`config.mk`:
```
export PLATFORM = sky130hd
export DESIGN_NAME = priority_task_scheduler
export DESIGN_NICKNAME = d
export VERILOG_FILES = /design/src/design/pts_pkg.sv /design/src/design/pts_ctrl.sv /design/src/design/pts_datapath.sv /design/src/design/priority_task_scheduler.sv
export SDC_FILE = /design/constraint.sdc
export NUM_CORES = 1
export LEC_CHECK = 0
export BUFFER_PORTS_ARGS = -buffer_cell sky130_fd_sc_hd__clkbuf_2
export CAP_MARGIN = 10
export CORE_MARGIN = 3
export CORE_UTILIZATION = 47
export DETAILED_ROUTE_END_ITERATION = 10
export SYNTH_ARGS = -nofsm -noshare
export SYNTH_HDL_FRONTEND = slang
export SYNTH_SLANG_ARGS = --single-unit
```
`constraint.sdc`:
```
create_clock -name clk -period 13.35 [get_ports clk]
set_input_delay 0.6675 -clock clk [delete_from_list [all_inputs] [get_ports clk]]
set_output_delay 0.6675 -clock clk [all_outputs]
set_load 0.005 [all_outputs]
```
`src/design/pts_pkg.sv`:
```
// Shared types and codes for the priority task scheduler.
`timescale 1ns / 1ps
`default_nettype none
package pts_pkg;

  // Event kinds.
  localparam logic [2:0] KIND_TICK      = 3'd0;
  localparam logic [2:0] KIND_ACTIVATE  = 3'd1;
  localparam logic [2:0] KIND_TERMINATE = 3'd2;
  localparam logic [2:0] KIND_WAIT      = 3'd3;
  localparam logic [2:0] KIND_SET_PRIO  = 3'd4;
  localparam logic [2:0] KIND_START     = 3'd5;

  // Result status codes.
  localparam logic [2:0] STAT_OK            = 3'd0;
  localparam logic [2:0] STAT_NOT_INACTIVE  = 3'd1;
  localparam logic [2:0] STAT_ALREADY_INACT = 3'd2;
  localparam logic [2:0] STAT_NOT_RUNNING   = 3'd3;
  localparam logic [2:0] STAT_NOT_STARTED   = 3'd4;

  // Slot states.
  localparam logic [1:0] SLOT_INACTIVE = 2'd0;
  localparam logic [1:0] SLOT_READY    = 2'd1;
  localparam logic [1:0] SLOT_RUNNING  = 2'd2;
  localparam logic [1:0] SLOT_BLOCKED  = 2'd3;

  // Lowest urgency, also the reset priority.
  localparam logic [7:0] PRIO_LOWEST = 8'd255;

  // Commands from the controller to the datapath.
  typedef struct packed {
    logic load;
    logic exec;
    logic tick;
    logic scan;
    logic demote;
    logic commit;
  } pts_cmd_t;

  // Status from the datapath to the controller.
  typedef struct packed {
    logic go_tick;
    logic go_sched;
    logic last;
  } pts_stat_t;

endpackage
`default_nettype wire

```
`src/design/pts_ctrl.sv`:
```
// Controller state machine that sequences one scheduler event.
`timescale 1ns / 1ps
`default_nettype none
module pts_ctrl (
  input  wire logic              clk,
  input  wire logic              rst,
  input  wire logic              start,
  input  wire pts_pkg::pts_stat_t stat,
  output pts_pkg::pts_cmd_t      cmd,
  output logic                   busy,
  output logic                   done
);

  localparam logic [2:0] S_IDLE   = 3'd0;
  localparam logic [2:0] S_EXEC   = 3'd1;
  localparam logic [2:0] S_TICK   = 3'd2;
  localparam logic [2:0] S_SCAN   = 3'd3;
  localparam logic [2:0] S_DEMOTE = 3'd4;
  localparam logic [2:0] S_COMMIT = 3'd5;
  localparam logic [2:0] S_DONE   = 3'd6;

  logic [2:0] state;
  logic [2:0] state_next;

  // Next state.
  always_comb begin
    state_next = state;
    unique case (state)
      S_IDLE:   if (start) state_next = S_EXEC;
      S_EXEC: begin
        priority if (stat.go_tick) state_next = S_TICK;
        else if (stat.go_sched)    state_next = S_SCAN;
        else                       state_next = S_DONE;
      end
      S_TICK:   if (stat.last) state_next = S_SCAN;
      S_SCAN:   if (stat.last) state_next = S_DEMOTE;
      S_DEMOTE: state_next = S_COMMIT;
      S_COMMIT: state_next = S_DONE;
      S_DONE:   state_next = S_IDLE;
      default:  state_next = S_IDLE;
    endcase
  end

  always_ff @(posedge clk) begin
    if (rst) begin
      state <= S_IDLE;
    end else begin
      state <= state_next;
    end
  end

  // Command decode.
  always_comb begin
    cmd.load   = (state == S_IDLE) && start;
    cmd.exec   = (state == S_EXEC);
    cmd.tick   = (state == S_TICK);
    cmd.scan   = (state == S_SCAN);
    cmd.demote = (state == S_DEMOTE);
    cmd.commit = (state == S_COMMIT);
  end

  assign busy = (state != S_IDLE);
  assign done = (state == S_DONE);

endmodule
`default_nettype wire

```
`src/design/pts_datapath.sv`:
```
// Slot tables, current task registers and scan logic of the scheduler.
`timescale 1ns / 1ps
`default_nettype none
module pts_datapath #(
  parameter int MAX_TASKS = 16
) (
  input  wire logic               clk,
  input  wire logic               rst,
  input  wire pts_pkg::pts_cmd_t  cmd,
  input  wire logic [2:0]         kind,
  input  wire logic [3:0]         task_req,
  input  wire logic [31:0]        delay_ticks,
  input  wire logic [7:0]         new_priority,
  output pts_pkg::pts_stat_t      stat,
  output logic [2:0]              status,
  output logic [3:0]              running_task,
  output logic                    running_valid,
  output logic                    switch_request
);

  localparam int SW = (MAX_TASKS > 1) ? $clog2(MAX_TASKS) : 1;

  // Slot tables.
  logic [7:0]  slot_priority     [MAX_TASKS];
  logic [1:0]  slot_state        [MAX_TASKS];
  logic [31:0] slot_delay        [MAX_TASKS];
  logic        slot_time_blocked [MAX_TASKS];

  // Latched event.
  logic [2:0]  ev_kind;
  logic [3:0]  ev_req;
  logic [31:0] ev_delay;
  logic [7:0]  ev_prio;

  // Scheduler state and scan registers.
  logic          os_running;
  logic [SW-1:0] current_slot;
  logic          current_valid;
  logic [SW-1:0] idx;
  logic [SW-1:0] cnt;
  logic [8:0]    best;
  logic [SW-1:0] best_slot;
  logic          found;
  logic [2:0]    status_r;
  logic          switch_r;

  // Combinational helpers.
  logic          req_ok;
  logic [SW-1:0] req_slot;
  logic [SW-1:0] addr;
  logic [1:0]    rd_state;
  logic [7:0]    rd_prio;
  logic [31:0]   rd_delay;
  logic          rd_tb;
  logic          eligible;
  logic [31:0]   dec_delay;
  logic [SW-1:0] cur_next;
  logic [SW-1:0] idx_next;

  // Write controls for the slot tables.
  logic          we_state;
  logic [1:0]    wd_state;
  logic          we_prio;
  logic          we_delay;
  logic [31:0]   wd_delay;
  logic          we_tb;
  logic          wd_tb;
  logic          go_tick;
  logic          go_sched;
  logic          set_status;
  logic [2:0]    status_next;

  assign req_ok   = (32'(ev_req) < MAX_TASKS);
  assign req_slot = SW'(ev_req);
  assign cur_next = (32'(current_slot) == MAX_TASKS - 1) ? '0 : current_slot + SW'(1);
  assign idx_next = (32'(idx) == MAX_TASKS - 1) ? '0 : idx + SW'(1);

  // One table address per cycle, chosen by the active command.
  always_comb begin
    priority if (cmd.tick || cmd.scan) addr = idx;
    else if (cmd.demote)               addr = current_slot;
    else if (cmd.commit)               addr = best_slot;
    else                               addr = req_slot;
  end

  assign rd_state  = slot_state[addr];
  assign rd_prio   = slot_priority[addr];
  assign rd_delay  = slot_delay[addr];
  assign rd_tb     = slot_time_blocked[addr];
  assign eligible  = (rd_state == pts_pkg::SLOT_READY) || (rd_state == pts_pkg::SLOT_RUNNING);
  assign dec_delay = rd_delay - 32'd1;

  // Event decode and table write controls.
  always_comb begin
    we_state    = 1'b0;
    wd_state    = rd_state;
    we_prio     = 1'b0;
    we_delay    = 1'b0;
    wd_delay    = dec_delay;
    we_tb       = 1'b0;
    wd_tb       = 1'b0;
    go_tick     = 1'b0;
    go_sched    = 1'b0;
    set_status  = 1'b0;
    status_next = pts_pkg::STAT_OK;
    if (cmd.exec) begin
      set_status = 1'b1;
      unique case (ev_kind)
        pts_pkg::KIND_TICK: begin
          if (!os_running) status_next = pts_pkg::STAT_NOT_STARTED;
          else go_tick = 1'b1;
        end
        pts_pkg::KIND_ACTIVATE: begin
          if (req_ok) begin
            if (rd_state != pts_pkg::SLOT_INACTIVE) begin
              status_next = pts_pkg::STAT_NOT_INACTIVE;
            end else begin
              we_state = 1'b1;
              wd_state = pts_pkg::SLOT_READY;
              go_sched = os_running;
            end
          end
        end
        pts_pkg::KIND_TERMINATE: begin
          if (req_ok) begin
            if (rd_state == pts_pkg::SLOT_INACTIVE) begin
              status_next = pts_pkg::STAT_ALREADY_INACT;
            end else begin
              we_state = 1'b1;
              wd_state = pts_pkg::SLOT_INACTIVE;
              we_tb    = 1'b1;
              wd_tb    = 1'b0;
              go_sched = os_running;
            end
          end
        end
        pts_pkg::KIND_WAIT: begin
          if (req_ok) begin
            priority if (!os_running) begin
              status_next = pts_pkg::STAT_NOT_STARTED;
            end else if (rd_state != pts_pkg::SLOT_RUNNING) begin
              status_next = pts_pkg::STAT_NOT_RUNNING;
            end else begin
              we_state = 1'b1;
              wd_state = pts_pkg::SLOT_BLOCKED;
              we_tb    = 1'b1;
              wd_tb    = 1'b1;
              we_delay = 1'b1;
              wd_delay = ev_delay;
              go_sched = 1'b1;
            end
          end
        end
        pts_pkg::KIND_SET_PRIO: begin
          if (req_ok) begin
            we_prio  = 1'b1;
            go_sched = os_running;
          end
        end
        pts_pkg::KIND_START: go_sched = 1'b1;
        default: ;
      endcase
    end else if (cmd.tick) begin
      // Count down time-blocked slots and release those that expire.
      if (rd_state == pts_pkg::SLOT_BLOCKED && rd_tb) begin
        we_delay = 1'b1;
        if (dec_delay == 32'd0) begin
          we_tb    = 1'b1;
          wd_tb    = 1'b0;
          we_state = 1'b1;
          wd_state = pts_pkg::SLOT_READY;
        end
      end
    end else if (cmd.demote) begin
      if (rd_state == pts_pkg::SLOT_RUNNING) begin
        we_state = 1'b1;
        wd_state = pts_pkg::SLOT_READY;
      end
    end else if (cmd.commit) begin
      if (found) begin
        we_state = 1'b1;
        wd_state = pts_pkg::SLOT_RUNNING;
      end
    end
  end

  // Slot tables with reset values.
  always_ff @(posedge clk) begin
    if (rst) begin
      for (int i = 0; i < MAX_TASKS; i++) begin
        slot_priority[i]     <= pts_pkg::PRIO_LOWEST;
        slot_state[i]        <= pts_pkg::SLOT_INACTIVE;
        slot_time_blocked[i] <= 1'b0;
      end
    end else begin
      if (we_state) slot_state[addr] <= wd_state;
      if (we_prio)  slot_priority[addr] <= ev_prio;
      if (we_tb)    slot_time_blocked[addr] <= wd_tb;
    end
  end

  // Delay counters are only read while their time-blocked flag is set.
  always_ff @(posedge clk) begin
    if (we_delay) slot_delay[addr] <= wd_delay;
  end

  // Latch the event on its transfer.
  always_ff @(posedge clk) begin
    if (cmd.load) begin
      ev_kind  <= kind;
      ev_req   <= task_req;
      ev_delay <= delay_ticks;
      ev_prio  <= new_priority;
    end
  end

  // Scan counter and running best candidate.
  always_ff @(posedge clk) begin
    if (cmd.exec) begin
      cnt   <= '0;
      idx   <= go_tick ? '0 : cur_next;
      best  <= 9'd256;
      found <= 1'b0;
    end else if (cmd.tick) begin
      cnt <= stat.last ? '0 : cnt + SW'(1);
      idx <= stat.last ? cur_next : idx_next;
    end else if (cmd.scan) begin
      cnt <= cnt + SW'(1);
      idx <= idx_next;
      // Strict compare keeps the first slot in cyclic order among equals.
      if (eligible && {1'b0, rd_prio} < best) begin
        best      <= {1'b0, rd_prio};
        best_slot <= idx;
        found     <= 1'b1;
      end
    end
  end

  // Mode, current task and result registers.
  always_ff @(posedge clk) begin
    if (rst) begin
      os_running    <= 1'b0;
      current_slot  <= '0;
      current_valid <= 1'b0;
      status_r      <= pts_pkg::STAT_OK;
      switch_r      <= 1'b0;
    end else begin
      if (cmd.exec && ev_kind == pts_pkg::KIND_START) os_running <= 1'b1;
      if (set_status) begin
        status_r <= status_next;
        switch_r <= 1'b0;
      end
      if (cmd.commit) begin
        switch_r      <= (current_valid != found) || (found && current_slot != best_slot);
        current_slot  <= found ? best_slot : '0;
        current_valid <= found;
      end
    end
  end

  assign stat.go_tick  = go_tick;
  assign stat.go_sched = go_sched;
  assign stat.last     = (32'(cnt) == MAX_TASKS - 1);

  assign status         = status_r;
  assign running_task   = current_valid ? 4'(current_slot) : 4'd0;
  assign running_valid  = current_valid;
  assign switch_request = switch_r;

endmodule
`default_nettype wire

```
`src/design/priority_task_scheduler.sv`:
```
// Top level of the priority task scheduler: controller, datapath and checks.
//
//  Channel   Handshake        Payload
//  event     start / busy     kind, task_req, delay_ticks, new_priority
//  result    done (strobe)    status, running_task, running_valid, switch_request
//
// A rescheduling event scans all slots, then demotes and commits; a tick
// first counts down time-blocked slots. A slot table pass visits one slot a
// cycle through the single table address. Reset is synchronous and clears
// all slots to inactive at priority 255. The result is shown for one cycle
// on done and cannot be stalled; busy stays high until that cycle ends.
`timescale 1ns / 1ps
`default_nettype none
module priority_task_scheduler #(
  parameter int MAX_TASKS = 16
) (
  input  wire logic        clk,
  input  wire logic        rst,
  input  wire logic        start,
  output logic             busy,
  input  wire logic [2:0]  kind,
  input  wire logic [3:0]  task_req,
  input  wire logic [31:0] delay_ticks,
  input  wire logic [7:0]  new_priority,
  output logic             done,
  output logic [2:0]       status,
  output logic [3:0]       running_task,
  output logic             running_valid,
  output logic             switch_request
);

  pts_pkg::pts_cmd_t  cmd;
  pts_pkg::pts_stat_t stat;

  // Sequencer.
  pts_ctrl u_ctrl (
    .clk   (clk),
    .rst   (rst),
    .start (start),
    .stat  (stat),
    .cmd   (cmd),
    .busy  (busy),
    .done  (done)
  );

  // Slot tables and scan.
  pts_datapath #(
    .MAX_TASKS (MAX_TASKS)
  ) u_dp (
    .clk            (clk),
    .rst            (rst),
    .cmd            (cmd),
    .kind           (kind),
    .task_req       (task_req),
    .delay_ticks    (delay_ticks),
    .new_priority   (new_priority),
    .stat           (stat),
    .status         (status),
    .running_task   (running_task),
    .running_valid  (running_valid),
    .switch_request (switch_request)
  );

`ifndef NO_ASSERTIONS
  // A transfer in always starts a busy period.
  a_start_busy: assert property (@(posedge clk) disable iff (rst)
    (start && !busy) |=> busy)
    else $error("accepted event did not raise busy");

  // The result strobe lasts one cycle and ends the busy period.
  a_done_once: assert property (@(posedge clk) disable iff (rst)
    done |=> (!done && !busy))
    else $error("result strobe not followed by idle");

  // No task shown when none is running.
  a_idle_task: assert property (@(posedge clk) disable iff (rst)
    !running_valid |-> (running_task == 4'd0))
    else $error("running_task nonzero without a running task");

  // A switch is only requested on a rescheduling event's result.
  a_switch_done: assert property (@(posedge clk) disable iff (rst)
    (done && switch_request) |-> $past(cmd.commit, 1))
    else $error("switch request without a commit");
`endif

endmodule
`default_nettype wire
```
# Word level (Yosys, flattened, before mapping)
# Memory sizes are Yosys's and may differ from the RTL's.
# Index checks and enable logic that the tools add are counted.
# W data, S select, Z words.
[op_classes]
n_addsub = 4
n_mul = 0
div_mod_pow = 0
n_lt_le_gt_ge = 1
eq_ne = 23
shift = 0
mux = 100
bitwise = 2
reduce_logical = 23
[ops]
columns = ["cell", "count"]
rows = [
  ["$mux W32", 4],
  ["$mux W4", 18],
  ["$mux W1", 48],
  ["$logic_not A32 Y1", 1],
  ["$sub A32 B1 Y32 const B", 1],
  ["$mux W2", 15],
  ["$mux W3", 8],
  ["$pmux W3 S6", 1],
  ["$eq A3 B3 Y1 const B", 5],
  ["$add A4 B1 Y4 const B", 3],
  ["$eq A3 B2 Y1 const B", 4],
  ["$eq A4 B4 Y1 const B", 3],
  ["$pmux W3 S4", 1],
  ["$lt A8 B9 Y1", 1],
  ["$mux W8", 1],
  ["$ne A2 B2 Y1 const B", 4],
  ["$reduce_or A8 Y1", 1],
  ["$eq A3 B1 Y1 const B", 2],
  ["$logic_not A3 Y1", 2],
  ["$pmux W2 S3", 1],
  ["$reduce_and A3 Y1", 2],
  ["$reduce_bool A2 Y1", 3],
  ["$reduce_bool A3 Y1", 2],
  ["$logic_and A1 B1 Y1", 5],
  ["13 further kinds", 17],
]
[word_totals]
reg_bits = 82
latch_bits = 0
mem_bits_rw = 688
rom_bits = 0
out_inout_bits = 11
word_cells = 172
n_memories = 4
[memory_table]
columns = ["memory", "words", "width", "rd", "rd_ports_with_merged_regs", "write_ports", "line_no", "rtl"]
rows = [
  ["u_dp.slot_delay", 16, 32, 1, 0, 1, "pts_datapath.sv:26", "logic [31:0] slot_delay [MAX_TASKS];"],
  ["u_dp.slot_priority", 16, 8, 1, 0, 16, "pts_datapath.sv:24", "logic [7:0] slot_priority [MAX_TASKS];"],
  ["u_dp.slot_state", 16, 2, 1, 0, 16, "pts_datapath.sv:25", "logic [1:0] slot_state [MAX_TASKS];"],
  ["u_dp.slot_time_blocked", 16, 1, 1, 0, 16, "pts_datapath.sv:27", "logic slot_time_blocked [MAX_TASKS];"],
]

# Logic depth before layout (Yosys ltp)
# An unclocked memory read counts as a cell.
[logic_depth]
word_depth = 16
mapped_depth = 28
ltp_nobuf = 18

# Cells and area by module
# Synthesis repeated with hierarchy kept, for this count alone.
[hier_totals]
cells_unflattened = 2724
hier_area_um2 = 34052.7
[by_module_without_submodules]
columns = ["module", "instances", "cells_each", "area_each_um2", "seq_area_each_um2"]
rows = [
  ["pts_datapath", 1, 2696, 33829.9, 22791.9],
  ["pts_ctrl", 1, 28, 222.7, 60.1],
]

# Least setup slack after synthesis
# OpenSTA, ideal clock, no wires.
[synth_path]
path_type = "register to register"
startpoint = "register u_dp.current_slot[0]"
endpoint = "register u_dp.best_slot[0], enable pin"
setup_ns = 0.303
arrival_ns = 5.319
setup_slack_ns = 7.728
stages_incl_launch_ff = 27
path_buffers = 12
period_less_slack_ns = 5.622
cell_sequence = "dfxtp_1 > buf_2 > mux2_4 > o22ai_1 > nor2_1 > buf_2 > buf_6 > buf_6 > buf_6 > buf_4 > buf_6 > clkbuf_1 > clkbuf_1 > clkbuf_1 > buf_1 > nand3_1 > a32oi_1 > o221ai_1 > ha_1 > a21o_1 > a21oi_1 > nor2b_1 > o31a_1 > o21a_1 > o211a_1 > a2111oi_4 > buf_4"
[synth_between]
elab_cells_between_ends = 10
[synth_rtl]
columns = ["item", "line_no", "rtl"]
rows = [
  ["from (decl)", "pts_datapath.sv:37", "logic [SW-1:0] current_slot;"],
  ["from (signal assigned)", "pts_datapath.sv:255", "current_slot <= found ? best_slot : '0;"],
  ["$mux W4", "pts_datapath.sv:81", "else if (cmd.demote) addr = current_slot;"],
  ["$mux W4", "pts_datapath.sv:80", "priority if (cmd.tick || cmd.scan) addr = idx;"],
  ["$mem_v2 Z16 W8", "n/a", ""],
  ["named net u_dp.rd_prio[2]", "pts_datapath.sv:52", "logic [7:0] rd_prio;"],
  ["$lt A8 B9 Y1", "pts_datapath.sv:231", "if (eligible && {1'b0, rd_prio} < best) begin"],
  ["$logic_and A1 B1 Y1", "pts_datapath.sv:231", ""],
  ["$reduce_and A4 Y1 (no source line)", "n/a", ""],
  ["to (signal assigned)", "pts_datapath.sv:233", "best_slot <= idx;"],
  ["to (decl)", "pts_datapath.sv:42", "logic [SW-1:0] best_slot;"],
]
# The timed path passes the listed nets, and every way through them passes these cells.
# A chain may end at the register's enable or synchronous reset.

==> key figures <==
Outcome
  • Status: finished, final reports clean

Worst setup path
  • Critical-path cell list: inv_1, o22ai_4, nor2_4, buf_4, buf_4, a311oi_1, or4_1, nor3_4, nand4_2, nor3_1, o22ai_1, nor4_4, and3_1, nor3_1
  • Reg2Reg Depth: 14
  • Critical path class: flip-flop to flip-flop
  • Largest delay share family, worst path: simple AND/OR/NAND/NOR gates
  • R2R Setup Slk: 5.54 ns
  • Critical Path Sink: u_dp.slot_state[1][1]
  • Critical path fanouts, max: 87
  • CP Capture Type: flip-flop
  • Worst EP required: 13.70 ns
  • Worst r2r src: u_ctrl.state[2]
  • CP max-delay cell: buf_4
  • Critical path startpoint: u_ctrl.state[2]
  • Logic depth of the worst path, buffers included: 14
  • Worst Setup Start Kind: flip-flop
  • Crit path arrival time: 8.16 ns
  • R2R Path End: u_dp.slot_state[1][1]
  • WP buf/inv: 3
  • Crit path largest cell delay: 0.87 ns

STA
  • Final Hold Vio Count: 0
  • # setup viols final: 0
  • Final Critical Period: 7.81 ns
  • RSZ-0062 raised after global routing: false
  • Worst-Margin Slew: 1.24 ns
  • Upper clock frequency limit: 128 MHz
  • Final Slew Violations: 0
  • Setup TNS: 0 ns
  • Rel. slew slack: 17.1%
  • Clock Skew: 0.0329 ns
  • Period utilization: 58.5%

Clocking
  • Clock Path Buffers: 3
  • Hold buffer count at cts: 0
  • Cts repair resizes: 0
  • CTS tree: done
  • CTS sink count: 770
  • Post-CTS setup buffer count: 0
  • Clk Latency, worst-skew pair: 0.66 ns
  • CTS buffer count: 84
  • CTS clk-pin slew, worst paths: 0.06 ns
  • H-tree levels: 3
  • CTS Root Cell: clkbuf_16

Route
  • Vias: 25.3k
  • Remaining antenna violation count: 0
  • Initial DRC count: 3072
  • WL/cell: 27.4 um
  • Detailed Routing Iterations Pass 1: 6
  • Vias per inst: 6.41
  • Detailed Route WL: 108000 um
  • Final routed DRC violation total: 0

Finish
  • Number of fill cells: 6285
  • Area Growth Syn to Fin: 10.5%
  • Final Cell Area: 39200 sq um
  • Layout Nets: 2975
  • Finished Layout Cells: 3943
  • Register area: 22900 sq um
  • Layout cells sized above 1: 12.2%
  • Multi-input gate area: 11600 sq um
  • ANT cells: 0

Synthesis
  • Asr flop ratio synth: 0%
  • Top-count cell post-synth: edfxtp_1
  • Syn Area/Cell: 12.1 sq um
  • Post-synth top cells: 743 x edfxtp_1, 449 x nand2_1, 178 x nor2_1
  • Post-Syn Area: 35500 sq um
  • #FFs+latches synth: 770
  • Post-synth cell types: 92
  • Synth Warn #: 0
  • Cell taking the most area after synthesis: edfxtp_1
  • Register area share after synthesis: 64.4%
  • Post-Syn Nets: 2994
  • Synth top area cells: edfxtp_1 63%, nand2_1 4.7%, or3_1 2.4%
  • Post-Syn Instances: 2928
  • Synth top area share: 62.8%
  • Number of synthesized flops with an enable pin: 743
  • Main synth FF type: edfxtp_1

Floorplanning
  • Ports: 61
  • Core area: 74700 sq um
  • Cell Rows: 100
  • Die Span X: 281 um
  • Die area: 78900 sq um
  • Die H: 281 um
  • Initial Utilization: 47.5%

Global routing
  • Largest net degree at the start of global routing: 109
  • Initial antenna violation count: 0
  • First-pass GRT wire length: 159000 um
  • Total track usage: 27.1%
  • Total gr overflow: 0
  • Vias in the first global route: 24.1k

Placed design
  • Post-Place Cell Area: 36600 sq um
  • Placed cell count: 3791
  • Detailed Place HPWL: 59600 um
  • Placer Congestion: 0.959
  • Buffers on Ports: 60

Flow run
  • Max_cap viols: 0

Pwr
  • Combinational power share: 41.4%
  • Worst vdd ir: 0.140 mV
  • Static Leak: 12.8 nW
  • Flop pwr share: 36.1%
  • Net Sw Frac: 41.1%
  • Internal power: 5.81 mW
  • Part of the power in the clock network: 22.5%
  • Psw: 4.05 mW
  • Power Dens Cells: 251 nW/um^2

Hold path
  • Worst min-delay path class: primary input to flip-flop
logic make-up after synthesis:
family | share of synthesized area [%]
and+or+nand+nor | 15.9
DFF | 64.4
AOI/OAI and AO/OA | 12.0
buffers and inverters | 3.77
muxes | 2.61
xor gates and xnor gates | 0.814
adders and majority gates | 0.592
registers in the layout, indices dropped and copies added (netlist names), 8 cells and up:
signal	cells
u_dp.slot_priority	128
u_dp.slot_state	32
u_dp.slot_delay	512
u_dp.slot_time_blocked	16
u_dp.best	9
u_dp.ev_delay	32
u_dp.ev_prio	8
cell usage in the layout, fill, tap and decap left out, types with 22 or more instances in the layout:
master / synthesis / layout
nor3_1: 22 / 22
nor2_1: 178 / 159
a31oi_1: 44 / 43
and3_1: 96 / 96
buf_4: 27 / 82
edfxtp_1: 743 / 743
nand3_1: 138 / 136
a211oi_1: 109 / 108
clkbuf_16: 0 / 85
clkbuf_2: 0 / 60
o21ai_0: 74 / 74
a311oi_1: 24 / 24
or3_1: 136 / 136
dfxtp_1: 27 / 26
a21oi_1: 129 / 129
mux2i_1: 66 / 65
nand2b_1: 28 / 28
nand2_1: 449 / 447
through the flow:
| stage | util [%] | setup slack (ns) | total power [mW] | hold WS [ns] |
|---|---|---|---|---|
| finish | 52.5 | 5.54 | 9.85 | 0.184 |
| global route | 52.5 | 5.10 | 10.3 | 0.162 |
| CTS | 52.5 | 5.73 | 9.80 | 0.155 |
| floorplan | - | 7.73 | 6.19 | 0.440 |
| global placement | 49.0 | 5.89 | 7.53 | 0.450 |
| detailed placement | 49.0 | 5.73 | 7.60 | 0.461 |
routing by layer:
layer  vias up  track usage [%]  wire, um
met2      1404             43.4     50100
li1      11090                -         -
met3       237             5.05     10200
met5         -                0         0
met4         0             9.20      3670
met1     12534             37.5     44200
final cells by class:
class                           instances  area share (%)
Clock buffer                          100            5.56
Clock inverter                         51            1.07
Inverter                               20           0.191
Multi-Input combinational cell       1890            29.5
Sequential cell                       770            58.2
Tap cell                              969            3.09
Timing Repair Buffer                  143            2.36
worst min path at each step:
stage | start | depth (start not counted) | endpoint
floorplan | u_dp.best[8] | 2 | u_dp.best[8]
global placement | u_dp.status[1] | 2 | u_dp.status[1]
detailed placement | u_dp.status[1] | 2 | u_dp.status[1]
CTS | new_priority[1] | 1 | u_dp.ev_prio[1]
global route | delay_ticks[23] | 1 | u_dp.ev_delay[23]
finish | new_priority[1] | 1 | u_dp.ev_prio[1]
power by group through the flow:
stage	combinational, mW	clock (mW)	sequential, mW
floorplan	2.65	0	3.55
global placement	3.93	0	3.60
detailed placement	3.99	0	3.60
CTS	4.01	2.24	3.55
global route	4.36	2.34	3.57
finish	4.08	2.22	3.56
Power figures use the tool's default switching activity.
